<file path="config.mk">
export PLATFORM = sky130hd
export DESIGN_NAME = i2c_master_register_access
export DESIGN_NICKNAME = d
export VERILOG_FILES = /design/src/i2cm_pkg.sv /design/src/i2cm_wbuf.sv /design/src/i2cm_engine.sv /design/src/i2c_master_register_access.sv
export VERILOG_INCLUDE_DIRS = /design/src /design/src/src
export SDC_FILE = /design/constraint.sdc
export NUM_CORES = 1
export LEC_CHECK = 0
export ABC_AREA = 1
export BUFFER_PORTS_ARGS = -buffer_cell sky130_fd_sc_hd__buf_2
export CORE_MARGIN = 2
export CORE_UTILIZATION = 63
export CTS_BUF_LIST = sky130_fd_sc_hd__clkbuf_4 sky130_fd_sc_hd__clkbuf_8
export DETAILED_ROUTE_END_ITERATION = 10
export GPL_TIMING_DRIVEN = 0
export PLACE_DENSITY = 0.82
export SETUP_SLACK_MARGIN = 0.05
export SLEW_MARGIN = 20
export SYNTH_ARGS = -nofsm -noshare
export SYNTH_HDL_FRONTEND = slang
export SYNTH_HIERARCHICAL = 1
export SYNTH_SLANG_ARGS = --single-unit
</file>
<file path="constraint.sdc">
create_clock -name i_clk -period 4.2 [get_ports i_clk]
set_clock_uncertainty 0.1 [all_clocks]
set_input_delay 0.84 -clock i_clk [delete_from_list [all_inputs] [get_ports i_clk]]
set_output_delay 0.84 -clock i_clk [all_outputs]
set_load 0.02 [all_outputs]
</file>
<file path="src/i2c_master_register_access_macros.svh">
// Assertion macros for the I2C register access master.
// Used by the RTL files that carry concurrent checks; needs i_clk and i_rst_n in scope.
`ifndef I2C_MASTER_REGISTER_ACCESS_MACROS_SVH
`define I2C_MASTER_REGISTER_ACCESS_MACROS_SVH
`ifndef SYNTHESIS
`define I2CM_ASSERT_IMP(label, ante, cons) \
    label: assert property (@(posedge i_clk) disable iff (!i_rst_n) (ante) |-> (cons)) \
        else $error("i2cm: implication check failed");
`define I2CM_ASSERT_NXT(label, ante, cons) \
    label: assert property (@(posedge i_clk) disable iff (!i_rst_n) (ante) |=> (cons)) \
        else $error("i2cm: next-cycle check failed");
`else
`define I2CM_ASSERT_IMP(label, ante, cons)
`define I2CM_ASSERT_NXT(label, ante, cons)
`endif
`endif

</file>
<file path="src/i2cm_pkg.sv">
// Shared types and constants for the I2C register access master.
// No dependencies; used by the engine and the top level.
package i2cm_pkg;

    localparam int MAX_BYTES_DEF = 16;

    localparam logic [7:0] ACK_TIMEOUT_RESET = 8'd250;

    localparam logic [1:0] OP_TICK  = 2'd0;
    localparam logic [1:0] OP_WRITE = 2'd1;
    localparam logic [1:0] OP_READ  = 2'd2;
    localparam logic [1:0] OP_LOAD  = 2'd3;

    typedef struct packed {
        logic [1:0] opcode;
        logic [6:0] device_address;
        logic [7:0] register_address;
        logic [4:0] byte_count;
        logic [7:0] data_byte;
        logic       sda_in;
    } t_item;

    typedef struct packed {
        logic       scl_level;
        logic       sda_level;
        logic       sda_drive;
        logic       busy_res;
        logic       read_valid;
        logic [7:0] read_byte;
        logic       read_last;
        logic       done_res;
        logic       ack_error;
    } t_result;

endpackage

</file>
<file path="src/i2cm_wbuf.sv">
// Write data buffer of the I2C register access master: one write port, one
// registered read port. Depends on nothing but its parameter.
module i2cm_wbuf #(
    parameter int MAX_BYTES = 16,
    localparam int AW = (MAX_BYTES > 1) ? $clog2(MAX_BYTES) : 1
) (
    input  logic          i_clk,
    input  logic          i_wr_en,
    input  logic [AW-1:0] i_wr_addr,
    input  logic [7:0]    i_wr_data,
    input  logic [AW-1:0] i_rd_addr,
    output logic [7:0]    o_rd_data
);

    logic [7:0] r_mem [MAX_BYTES];
    logic [7:0] r_rd_data;

    always_ff @(posedge i_clk) begin
        if (i_wr_en) begin
            r_mem[i_wr_addr] <= i_wr_data;
        end
    end

    // Addresses past the depth only occur when the data is not used.
    always_ff @(posedge i_clk) begin
        if (32'(i_rd_addr) < MAX_BYTES) begin
            r_rd_data <= r_mem[i_rd_addr];
        end else begin
            r_rd_data <= 8'h00;
        end
    end

    assign o_rd_data = r_rd_data;

endmodule

</file>
<file path="src/i2cm_engine.sv">
// Bus sequencer of the I2C register access master: phase machine, pin levels,
// config register. Depends on i2cm_pkg and the assertion macro header.
`include "i2c_master_register_access_macros.svh"

module i2cm_engine #(
    parameter int MAX_BYTES = i2cm_pkg::MAX_BYTES_DEF,
    localparam int AW = (MAX_BYTES > 1) ? $clog2(MAX_BYTES) : 1
) (
    input  logic              i_clk,
    input  logic              i_rst_n,
    input  logic              i_accept,
    input  i2cm_pkg::t_item   i_item,
    input  logic              i_cfg_we,
    input  logic [7:0]        i_cfg_data,
    output logic              o_wr_en,
    output logic [AW-1:0]     o_wr_addr,
    output logic [7:0]        o_wr_data,
    output logic [AW-1:0]     o_rd_addr,
    input  logic [7:0]        i_rd_data,
    output i2cm_pkg::t_result o_res
);

    localparam int CW = $clog2(MAX_BYTES + 1);
    localparam int IW = $clog2(MAX_BYTES + 2);

    typedef enum logic [4:0] {
        PH_IDLE, PH_START_SDA, PH_START_SCL, PH_TX_LOW, PH_TX_HIGH,
        PH_ACK_LOW, PH_ACK_HIGH, PH_ACK_POLL, PH_RS_LOW, PH_RS_HIGH,
        PH_RD_LOW, PH_RD_HIGH, PH_RD_SAMPLE, PH_MA_LOW, PH_MA_HIGH,
        PH_STOP_A, PH_STOP_B, PH_STOP_C
    } t_phase;

    t_phase        r_phase, n_phase;
    logic [3:0]    r_bit_index, n_bit_index;
    logic [7:0]    r_shift, n_shift;
    logic [IW-1:0] r_byte_index, n_byte_index;
    logic [CW-1:0] r_fill, n_fill;
    logic [7:0]    r_poll, n_poll;
    logic [6:0]    r_device, n_device;
    logic [7:0]    r_register, n_register;
    logic [CW-1:0] r_count, n_count;
    logic          r_read_mode, n_read_mode;
    logic          r_aborted, n_aborted;
    logic          r_scl, n_scl;
    logic          r_sda, n_sda;
    logic          r_drv, n_drv;
    logic [7:0]    r_ack_timeout;

    logic [IW-1:0] w_next_data;
    logic          w_last;
    logic          w_valid;
    logic          w_out_last;
    logic          w_done;
    logic          w_err;
    logic [7:0]    w_rbyte;

    // The buffer entry for the next data byte is fetched every cycle; the index
    // is stable for many items before it is needed.
    assign w_next_data = r_byte_index - IW'(1);
    assign o_rd_addr   = w_next_data[AW-1:0];
    assign w_last      = (r_byte_index + IW'(1)) >= IW'(r_count);

    assign o_wr_en   = i_accept && (r_phase == PH_IDLE) && (i_item.opcode == i2cm_pkg::OP_LOAD)
                       && (32'(r_fill) < MAX_BYTES);
    assign o_wr_addr = r_fill[AW-1:0];
    assign o_wr_data = i_item.data_byte;

    always_comb begin
        n_phase      = r_phase;
        n_bit_index  = r_bit_index;
        n_shift      = r_shift;
        n_byte_index = r_byte_index;
        n_fill       = r_fill;
        n_poll       = r_poll;
        n_device     = r_device;
        n_register   = r_register;
        n_count      = r_count;
        n_read_mode  = r_read_mode;
        n_aborted    = r_aborted;
        n_scl        = r_scl;
        n_sda        = r_sda;
        n_drv        = r_drv;
        w_valid      = 1'b0;
        w_out_last   = 1'b0;
        w_done       = 1'b0;
        w_err        = 1'b0;
        w_rbyte      = 8'h00;

        if (r_phase == PH_IDLE) begin
            case (i_item.opcode)
                i2cm_pkg::OP_LOAD: begin
                    if (32'(r_fill) < MAX_BYTES) begin
                        n_fill = r_fill + CW'(1);
                    end
                end
                i2cm_pkg::OP_WRITE, i2cm_pkg::OP_READ: begin
                    n_device    = i_item.device_address;
                    n_register  = i_item.register_address;
                    if (32'(i_item.byte_count) > MAX_BYTES) begin
                        n_count = CW'(MAX_BYTES);
                    end else begin
                        n_count = CW'(i_item.byte_count);
                    end
                    n_read_mode  = (i_item.opcode == i2cm_pkg::OP_READ);
                    n_aborted    = 1'b0;
                    n_byte_index = '0;
                    n_bit_index  = '0;
                    n_poll       = '0;
                    n_shift      = {i_item.device_address, 1'b0};
                    n_scl        = 1'b1;
                    n_sda        = 1'b1;
                    n_drv        = 1'b1;
                    n_phase      = PH_START_SDA;
                end
                default: begin
                end
            endcase
        end else if (i_item.opcode == i2cm_pkg::OP_TICK) begin
            unique case (r_phase)
                PH_START_SDA: begin
                    {n_scl, n_sda, n_drv} = 3'b101;
                    n_phase = PH_START_SCL;
                end
                PH_START_SCL: begin
                    {n_scl, n_sda, n_drv} = 3'b001;
                    n_bit_index = '0;
                    n_phase = PH_TX_LOW;
                end
                PH_TX_LOW: begin
                    {n_scl, n_sda, n_drv} = {1'b0, r_shift[7], 1'b1};
                    n_phase = PH_TX_HIGH;
                end
                PH_TX_HIGH: begin
                    {n_scl, n_sda, n_drv} = {1'b1, r_shift[7], 1'b1};
                    n_shift = {r_shift[6:0], 1'b0};
                    n_bit_index = r_bit_index + 4'd1;
                    n_phase = (n_bit_index >= 4'd8) ? PH_ACK_LOW : PH_TX_LOW;
                end
                PH_ACK_LOW: begin
                    {n_scl, n_sda, n_drv} = 3'b010;
                    n_poll = '0;
                    n_phase = PH_ACK_HIGH;
                end
                PH_ACK_HIGH: begin
                    {n_scl, n_sda, n_drv} = 3'b110;
                    n_phase = PH_ACK_POLL;
                end
                PH_ACK_POLL: begin
                    {n_scl, n_sda, n_drv} = 3'b110;
                    if (i_item.sda_in) begin
                        if (r_poll == r_ack_timeout) begin
                            n_aborted = 1'b1;
                            n_phase = PH_STOP_A;
                        end else begin
                            n_poll = r_poll + 8'd1;
                        end
                    end else if (r_byte_index == '0) begin
                        // Device address acknowledged: the register address follows.
                        n_byte_index = IW'(1);
                        n_shift = r_register;
                        n_bit_index = '0;
                        n_phase = PH_TX_LOW;
                    end else if (!r_read_mode) begin
                        if (w_next_data < IW'(r_count)) begin
                            n_byte_index = r_byte_index + IW'(1);
                            n_shift = i_rd_data;
                            n_bit_index = '0;
                            n_phase = PH_TX_LOW;
                        end else begin
                            n_phase = PH_STOP_A;
                        end
                    end else if (r_byte_index == IW'(1)) begin
                        n_shift = {r_device, 1'b1};
                        n_byte_index = IW'(2);
                        n_phase = PH_RS_LOW;
                    end else if (r_count == '0) begin
                        n_phase = PH_STOP_A;
                    end else begin
                        n_byte_index = '0;
                        n_bit_index = '0;
                        n_shift = 8'h00;
                        n_phase = PH_RD_LOW;
                    end
                end
                PH_RS_LOW: begin
                    {n_scl, n_sda, n_drv} = 3'b011;
                    n_phase = PH_RS_HIGH;
                end
                PH_RS_HIGH: begin
                    {n_scl, n_sda, n_drv} = 3'b111;
                    n_phase = PH_START_SDA;
                end
                PH_RD_LOW: begin
                    {n_scl, n_sda, n_drv} = 3'b010;
                    n_phase = PH_RD_HIGH;
                end
                PH_RD_HIGH: begin
                    {n_scl, n_sda, n_drv} = 3'b110;
                    n_phase = PH_RD_SAMPLE;
                end
                PH_RD_SAMPLE: begin
                    {n_scl, n_sda, n_drv} = 3'b110;
                    n_shift = {r_shift[6:0], i_item.sda_in};
                    n_bit_index = r_bit_index + 4'd1;
                    n_phase = (n_bit_index >= 4'd8) ? PH_MA_LOW : PH_RD_LOW;
                end
                PH_MA_LOW: begin
                    {n_scl, n_sda, n_drv} = {1'b0, w_last, 1'b1};
                    n_phase = PH_MA_HIGH;
                end
                PH_MA_HIGH: begin
                    {n_scl, n_sda, n_drv} = {1'b1, w_last, 1'b1};
                    w_valid = 1'b1;
                    w_rbyte = r_shift;
                    w_out_last = w_last;
                    n_byte_index = r_byte_index + IW'(1);
                    n_bit_index = '0;
                    n_phase = w_last ? PH_STOP_A : PH_RD_LOW;
                end
                PH_STOP_A: begin
                    {n_scl, n_sda, n_drv} = 3'b001;
                    n_phase = PH_STOP_B;
                end
                PH_STOP_B: begin
                    {n_scl, n_sda, n_drv} = 3'b101;
                    n_phase = PH_STOP_C;
                end
                PH_STOP_C: begin
                    {n_scl, n_sda, n_drv} = 3'b111;
                    w_done = 1'b1;
                    w_err = r_aborted;
                    n_aborted = 1'b0;
                    if (!r_read_mode) begin
                        n_fill = '0;
                    end
                    n_phase = PH_IDLE;
                end
                default: begin
                    {n_scl, n_sda, n_drv} = 3'b111;
                    n_phase = PH_IDLE;
                end
            endcase
        end

        o_res.scl_level  = n_scl;
        o_res.sda_level  = n_sda;
        o_res.sda_drive  = n_drv;
        o_res.busy_res   = (n_phase != PH_IDLE);
        o_res.read_valid = w_valid;
        o_res.read_byte  = w_rbyte;
        o_res.read_last  = w_out_last;
        o_res.done_res   = w_done;
        o_res.ack_error  = w_err;
    end

    always_ff @(posedge i_clk) begin
        if (!i_rst_n) begin
            r_phase      <= PH_IDLE;
            r_bit_index  <= '0;
            r_shift      <= '0;
            r_byte_index <= '0;
            r_fill       <= '0;
            r_poll       <= '0;
            r_device     <= '0;
            r_register   <= '0;
            r_count      <= '0;
            r_read_mode  <= 1'b0;
            r_aborted    <= 1'b0;
            r_scl        <= 1'b1;
            r_sda        <= 1'b1;
            r_drv        <= 1'b1;
        end else if (i_accept) begin
            r_phase      <= n_phase;
            r_bit_index  <= n_bit_index;
            r_shift      <= n_shift;
            r_byte_index <= n_byte_index;
            r_fill       <= n_fill;
            r_poll       <= n_poll;
            r_device     <= n_device;
            r_register   <= n_register;
            r_count      <= n_count;
            r_read_mode  <= n_read_mode;
            r_aborted    <= n_aborted;
            r_scl        <= n_scl;
            r_sda        <= n_sda;
            r_drv        <= n_drv;
        end
    end

    always_ff @(posedge i_clk) begin
        if (!i_rst_n) begin
            r_ack_timeout <= i2cm_pkg::ACK_TIMEOUT_RESET;
        end else if (i_cfg_we) begin
            r_ack_timeout <= i_cfg_data;
        end
    end

    `I2CM_ASSERT_IMP(a_load_only_idle, o_wr_en, r_phase == PH_IDLE)
    `I2CM_ASSERT_NXT(a_begin_starts, i_accept && (r_phase == PH_IDLE) && ((i_item.opcode == i2cm_pkg::OP_WRITE) || (i_item.opcode == i2cm_pkg::OP_READ)), r_phase == PH_START_SDA)
    `I2CM_ASSERT_NXT(a_busy_cmd_holds, i_accept && (r_phase != PH_IDLE) && (i_item.opcode != i2cm_pkg::OP_TICK), $stable(r_phase) && $stable(r_shift))
    `I2CM_ASSERT_IMP(a_abort_in_stop, r_aborted, (r_phase == PH_STOP_A) || (r_phase == PH_STOP_B) || (r_phase == PH_STOP_C))
    `I2CM_ASSERT_IMP(a_read_only_in_read, i_accept && o_res.read_valid, r_read_mode)

endmodule

</file>
<file path="src/i2c_master_register_access.sv">
// Top level of the I2C register access master: stream ports, output register.
// Depends on i2cm_pkg, i2cm_wbuf and i2cm_engine.
//
//  channel   direction  handshake                      payload
//  s_axis    in         s_axis_tvalid / s_axis_tready  tuser opcode, tdata command fields
//  m_axis    out        m_axis_tvalid / m_axis_tready  tdata pins and status, tuser, tlast
//  cfg       in         i_cfg_valid / o_cfg_ready      i_cfg_data ack timeout polls
//
// One item is taken per clock while the input is not stalled; the phase registers
// advance once per item, and the write buffer read is fetched ahead, so the rate
// is one item per cycle. Each result is registered in the output register.
// Input stalls only while that register is full and not being taken.
// Reset is synchronous; the write buffer is not cleared.
module i2c_master_register_access #(
    parameter int MAX_BYTES = i2cm_pkg::MAX_BYTES_DEF,
    localparam int AW = (MAX_BYTES > 1) ? $clog2(MAX_BYTES) : 1
) (
    input  logic        i_clk,
    input  logic        i_rst_n,
    input  logic        s_axis_tvalid,
    output logic        s_axis_tready,
    // device_address[6:0], register_address[14:7], byte_count[19:15],
    // data_byte[27:20], sda_in[28], zero fill [31:29]
    input  logic [31:0] s_axis_tdata,
    // opcode[1:0]
    input  logic [1:0]  s_axis_tuser,
    output logic        m_axis_tvalid,
    input  logic        m_axis_tready,
    // scl_level[0], sda_level[1], sda_drive[2], busy_res[3], read_byte[11:4],
    // done_res[12], ack_error[13], zero fill [15:14]
    output logic [15:0] m_axis_tdata,
    // read_valid[0]
    output logic        m_axis_tuser,
    // read_last
    output logic        m_axis_tlast,
    input  logic        i_cfg_valid,
    output logic        o_cfg_ready,
    input  logic [7:0]  i_cfg_data
);

    i2cm_pkg::t_item   w_item;
    i2cm_pkg::t_result w_res;
    i2cm_pkg::t_result r_out;
    logic              r_out_valid;
    logic              w_accept;
    logic              w_wr_en;
    logic [AW-1:0]     w_wr_addr;
    logic [7:0]        w_wr_data;
    logic [AW-1:0]     w_rd_addr;
    logic [7:0]        w_rd_data;

    assign w_item.opcode           = s_axis_tuser;
    assign w_item.device_address   = s_axis_tdata[6:0];
    assign w_item.register_address = s_axis_tdata[14:7];
    assign w_item.byte_count       = s_axis_tdata[19:15];
    assign w_item.data_byte        = s_axis_tdata[27:20];
    assign w_item.sda_in           = s_axis_tdata[28];

    assign s_axis_tready = !r_out_valid || m_axis_tready;
    assign w_accept      = s_axis_tvalid && s_axis_tready;
    assign o_cfg_ready   = 1'b1;

    i2cm_wbuf #(
        .MAX_BYTES(MAX_BYTES)
    ) u_wbuf (
        .i_clk    (i_clk),
        .i_wr_en  (w_wr_en),
        .i_wr_addr(w_wr_addr),
        .i_wr_data(w_wr_data),
        .i_rd_addr(w_rd_addr),
        .o_rd_data(w_rd_data)
    );

    i2cm_engine #(
        .MAX_BYTES(MAX_BYTES)
    ) u_engine (
        .i_clk     (i_clk),
        .i_rst_n   (i_rst_n),
        .i_accept  (w_accept),
        .i_item    (w_item),
        .i_cfg_we  (i_cfg_valid && o_cfg_ready),
        .i_cfg_data(i_cfg_data),
        .o_wr_en   (w_wr_en),
        .o_wr_addr (w_wr_addr),
        .o_wr_data (w_wr_data),
        .o_rd_addr (w_rd_addr),
        .i_rd_data (w_rd_data),
        .o_res     (w_res)
    );

    always_ff @(posedge i_clk) begin
        if (!i_rst_n) begin
            r_out_valid <= 1'b0;
        end else if (w_accept) begin
            r_out_valid <= 1'b1;
        end else if (m_axis_tready) begin
            r_out_valid <= 1'b0;
        end
    end

    always_ff @(posedge i_clk) begin
        if (w_accept) begin
            r_out <= w_res;
        end
    end

    assign m_axis_tvalid = r_out_valid;
    assign m_axis_tdata  = {2'b00, r_out.ack_error, r_out.done_res, r_out.read_byte,
                            r_out.busy_res, r_out.sda_drive, r_out.sda_level, r_out.scl_level};
    assign m_axis_tuser  = r_out.read_valid;
    assign m_axis_tlast  = r_out.read_last;

endmodule
</file>
---- Word level (Yosys, flattened, before mapping) ----
Memories as Yosys holds them, arrays and structs flattened. A register that Yosys moved wholly into a read port is not among the register bits.
Cells that the tools add are included.
storage, ports and cells
  ROM bits ................................ 0
  bits in latches ......................... 0
  memories ................................ 1
  flip-flop bits (word level) ............. 85
  bits of input ports ..................... 47
  output and inout bits ................... 21
  logic and storage cells ................. 191
  memory bits (writable) .................. 128
cells by class
  reduce and logical (&&, ||, !) cells .... 37
  add/subtract/negate cells ............... 5
  $mul .................................... 0
  shift operators ......................... 0
  equality and inequality tests ........... 34
  bitwise gates (word level) .............. 3
  mux-type cells .......................... 81
  div/mod/pow operators ................... 0
  magnitude comparators ................... 5
memories
  name          words  bits a word  rd ports  clocked after memory_dff  wr ports  RTL line         source
  u_wbuf.r_mem  16     8            1         1                         1         i2cm_wbuf.sv:15  logic [7:0] r_mem [MAX_BYTES];
operators by type and width
  cell                   number
  $mux W5                24
  $mux W8                14
  $pmux W5 S16           1
  $eq A5 B4 Y1 const B   8
  $mux W4                10
  $pmux W8 S3            1
  $mux W1                22
  $eq A5 B3 Y1 const B   4
  $reduce_and A6 Y1      3
  $pmux W8 S2            1
  $logic_not A5 Y1       3
  $reduce_and A7 Y1      2
  $mux W3                4
  $pmux W4 S3            1
  $reduce_or A2 Y1       6
  $add A5 B1 Y5 const B  2
  $eq A5 B1 Y1 const B   2
  $eq A5 B2 Y1 const B   2
  $eq A5 B5 Y1 const B   2
  $ne A5 B5 Y1 const B   2
  $pmux W5 S2            1
  $ne A3 B2 Y1 const B   3
  $reduce_bool A3 Y1     3
  $add A8 B1 Y8 const B  1
  other kinds (31)       43

---- Longest topological paths before layout ----
  word-level depth ........................ 10
  mapped depth ............................ 17
  gate-level depth less buffers ........... 17

---- Modules after synthesis ----
The synthesis kept the hierarchy.
by module, submodules not included
  module                      instances  area each (um2)  cells each  seq. area each (um2)
  i2cm_wbuf                   1          5766.8           551         4003.8
  i2cm_engine                 1          4468.0           692         1361.3
  i2c_master_register_access  1          561.8            28          500.5

---- Worst setup path before layout ----
No wires, ideal clock.
  kind .................................... input port to flip-flop
  start point ............................. in s_axis_tvalid
  end point ............................... mem u_wbuf.r_mem[12][0], enable pin
  path buffers ............................ 1
  data required time ...................... 3730 ps
  slack ................................... 537 ps
  stages .................................. 7
  arrival time ............................ 3193 ps
  setup time .............................. 370 ps
  cells stage by stage .................... inv_1 -> a21oi_1 -> clkbuf_1 -> nand2_1 -> nor3_1 -> nand3_1 -> nor2_1
between the ends
  longest elaborated chain between the ends .. 6
ends and longest elaborated chain
  what                              RTL line                          source
  from (decl)                       i2c_master_register_access.sv:20  input logic s_axis_tvalid,
  $logic_and A1 B1 Y1               i2c_master_register_access.sv:60  assign w_accept = s_axis_tvalid && s_axis_tready;
  net w_accept                      i2c_master_register_access.sv:45  logic w_accept;
  $logic_and A1 B1 Y1 (2 in a row)  i2cm_engine.sv:63                 assign o_wr_en = i_accept && (r_phase == PH_IDLE) && (i_item.opcode == i2cm_pkg::OP_LOAD)
  $logic_and A1 B1 Y1               i2cm_engine.sv:64                 && (32'(r_fill) < MAX_BYTES);
  net w_wr_en                       i2c_master_register_access.sv:46  logic w_wr_en;
  $mux W1                           i2cm_wbuf.sv:19                   if (i_wr_en) begin
  $mux W1 (not written as such)     i2cm_wbuf.sv:20                   r_mem[i_wr_addr] <= i_wr_data;
  to (decl)                         i2cm_wbuf.sv:15
The timed path passes the listed nets, and every way through them passes these cells.

---- Worst setup path after layout ----
  start point ............................. in s_axis_tvalid
  end point ............................... mem u_wbuf.r_mem[13][0], enable pin
Same word-level chain as after synthesis.

==> flow_summary_export.csv <==
group,metric,value,unit
floorplanning,coreArea,16640,um2
worst_setup_path,path_class,"input pin to flip-flop",
power,power_density,445.8,nW/um2
logic_synthesis,synthTopCellsByArea,"edfxtp_1, dfxtp_1, nand2_1",
placed_design,placed_cells,1545,
cells_and_area,syn2layout_area_growth,13.13,%
cts,cts-root-buf,"clkbuf_8",
floorplanning,die_w,134.9,um
cts,tritoncts,"done",
logic_synthesis,synth-seq-cells,221,
detailed_routing,drt_pass1_iterations,5,
logic_synthesis,synth_edf_count,144,
global_routing,antenna_found_initial,0,
cts,cts_max_path_buffers,3,
timing,rsz0062_at_grt,"no",
cts,holdBufCountCts,0,
timing,tns,0,ns
cells_and_area,final_core_util,73.39,%
worst_setup_path,setup.worst_path.end_class,"flip-flop",
cts,cts_resized,0,
logic_synthesis,syn_inst,1271,
min_path,min_path_type,"flip-flop to flip-flop",
cells_and_area,fin_area,12210,um2
timing,fin_crit,3.490,ns
global_routing,grt_max_degree,21,
detailed_routing,antenna_left,0,
detailed_routing,finalWirelength,26.64,mm
timing,maxSlewHeadroom,44.99,%
logic_synthesis,synth_common_cells,"nand2_1, inv_1, edfxtp_1, nand3_1, nor2_1",
logic_synthesis,yosysMostFrequentCell,"nand2_1",
floorplanning,fp.dieArea,18200,um2
placed_design,io_buffers,53,
placed_design,dpl.hpwl,18.71,mm
cells_and_area,antennaDiodeCount,0,
logic_synthesis,synth_top_area_share,40.05,%
global_routing,grt_usage,29.91,%
cells_and_area,n_fill_cell,1274,
placed_design,place_area,11350,um2
global_routing,overflow,0,
logic_synthesis,yosysWarningCount,6,
floorplanning,rows,47,
cells_and_area,multi_input_area,3810,um2
timing,worstMarginPinSlew,0.8221,ns
timing,hold_viol,0,
logic_synthesis,syn_area,10800,um2
floorplanning,ios,68,
detailed_routing,wl_per_cell,16.53,um
cts,clkSinkCount,221,
worst_setup_path,cp-start-kind,"input pin",
worst_setup_path,cp_max_fo,20,
timing,setup_violations,0,
logic_synthesis,synth_top_area_cell,"edfxtp_1",
power,power.leakage,5.424,nW
worst_setup_path,r2r_slack,0.78,ns
power,vdd_ir_drop_max,0.3615,mV
cts,cts_buffers,37,
timing,min_period_over_period,83.09,%
logic_synthesis,async_flop_share,0,%
worst_setup_path,cp.arrival,3.54,ns
outcome,status,"finished, final reports clean",
detailed_routing,drt-initial-drc-count,759,
global_routing,grt_pass1_wl,42.08,mm
detailed_routing,vias_per_cell,5.475,
timing,maxSlewViolCount,0,
job,drv_cap,0,
cells_and_area,instances_no_fill,1612,
logic_synthesis,avgSynthCellArea,8.495,um2
timing,max_freq,286.6,MHz
cells_and_area,drive_gt1_share,14.94,%
power,total_power,0.005445,W
cts,clk_latency,0.53,ns
detailed_routing,drc,0,
cts,clk_pin_slew,0.06,ns
cells_and_area,regArea,5866,um2
cts,post_cts_buffers,0,
cts,cts_max_level,2,
detailed_routing,vias,8825,
worst_setup_path,crit_required,4.25,ns
logic_synthesis,seq_area_frac_synth,54.33,%
floorplanning,initial_utilization,64.87,%
placed_design,place.gp.congestion,0.9921,
logic_synthesis,synth_cell_types,41,
cells_and_area,final_nets,1430,
logic_synthesis,ys.flop_type,"edfxtp_1",
floorplanning,die_h,134.9,um
global_routing,grt_pass1_vias,8558,
[cell type report]
cell class | count | share of cell area, %
Timing Repair Buffer | 53 | 2.172
Inverter | 191 | 5.870
Multi-Input combinational cell | 794 | 31.19
Buffer | 66 | 3.432
Clock buffer | 55 | 5.532
Tap cell | 220 | 2.254
Sequential cell | 221 | 48.02
Clock inverter | 12 | 1.526
[critical path, cell delays in order]
cell      delay (ns)
buf_2           0.07
inv_1           0.07
a21oi_4         0.55
clkbuf_1        0.45
nand2_1         0.09
nor3_1          0.47
nand3_1         0.28
nor2_1          0.69
[sequential cells by signal, indices dropped and copies added (netlist names), 4 cells and up]
name and cells:
u_engine/r_count 5, m_axis_tdata 14, u_engine/r_ack_timeout 8, u_engine/r_fill 5, u_engine/r_phase 5, u_engine/r_register 8
u_wbuf/r_mem 128, u_engine/r_poll 8, u_engine/r_bit_index 4, u_engine/r_byte_index 5, u_engine/r_shift 8, u_wbuf/o_rd_data 8
u_engine/r_device 7
[layout by cell type (no fill, tap or decap), types with 5 or more instances in the layout]
cell	Yosys	final
nor2_2	8	8
dfxtp_1	77	77
inv_2	10	10
ha_1	19	19
edfxtp_1	144	144
nand2_1	315	315
nand3_1	144	144
bufinv_16	0	5
buf_2	20	73
nand4_1	6	6
o21ai_0	48	48
nand2_2	5	5
xor2_1	11	11
nor2_1	110	110
nor3_1	11	11
inv_1	180	180
clkbuf_4	0	13
clkbuf_1	11	11
clkbuf_8	0	42
xnor2_1	5	5
buf_4	27	27
a21oi_1	60	59
buf_6	6	6
o21ai_1	7	7
o211ai_1	7	7
[path summary, 6_finish.rpt]
| check | cells past startpoint | end | from |
|---|---|---|---|
| worst max-delay path | 8 | u_wbuf/r_mem[13][0]$_DFFE_PP_ | s_axis_tvalid |
| worst min-delay path | 2 | u_engine/r_register[0]$_SDFFE_PN0P_ | u_engine/r_register[0]$_SDFFE_PN0P_ |
| worst max register to register | 6 | u_wbuf/r_mem[13][0]$_DFFE_PP_ | m_axis_tvalid$_SDFFE_PN0P_ |
| worst min register to register | 2 | u_engine/r_register[0]$_SDFFE_PN0P_ | u_engine/r_register[0]$_SDFFE_PN0P_ |
[where the power goes]
part | total, W | switching, W | internal [W]
logic | 0.000806 | 0.000554 | 0.000252
clock network | 0.00219 | 0.000848 | 0.00134
registers | 0.00245 | 0.0000486 | 0.00240
[per-stage QoR]
step,hold slack [ns],setup slack (ns)
5_1_grt,0.3752,0.5343
2_1_floorplan,0.3239,0.5366
4_1_cts,0.3527,0.7569
3_5_place_dp,0.3443,0.2131
3_3_place_gp,0.3353,-0.6913
6_report,0.3525,0.7104
[routing by layer]
layer,track usage (%),vias up,routed length (um)
met4,14.68,0,1038
met2,51.69,435,13000
li1,-,4285,-
met5,0,-,0
met3,4.429,76,2070
met1,36.79,4029,10530
[logic make-up (layout without fill, tap and decap cells)]
group / Yosys count / in the layout / synth area share [%]
xor+xnor: 16 / 16 / 1.298
compound gates: 139 / 139 / 7.035
flops: 221 / 221 / 54.33
other cells: 2 / 3 / 0.06956
buf+inv: 257 / 377 / 10.52
fa+ha+maj: 19 / 19 / 2.202
simple gates: 617 / 617 / 24.55
Note: power is estimated with default switching activity, not from simulation.
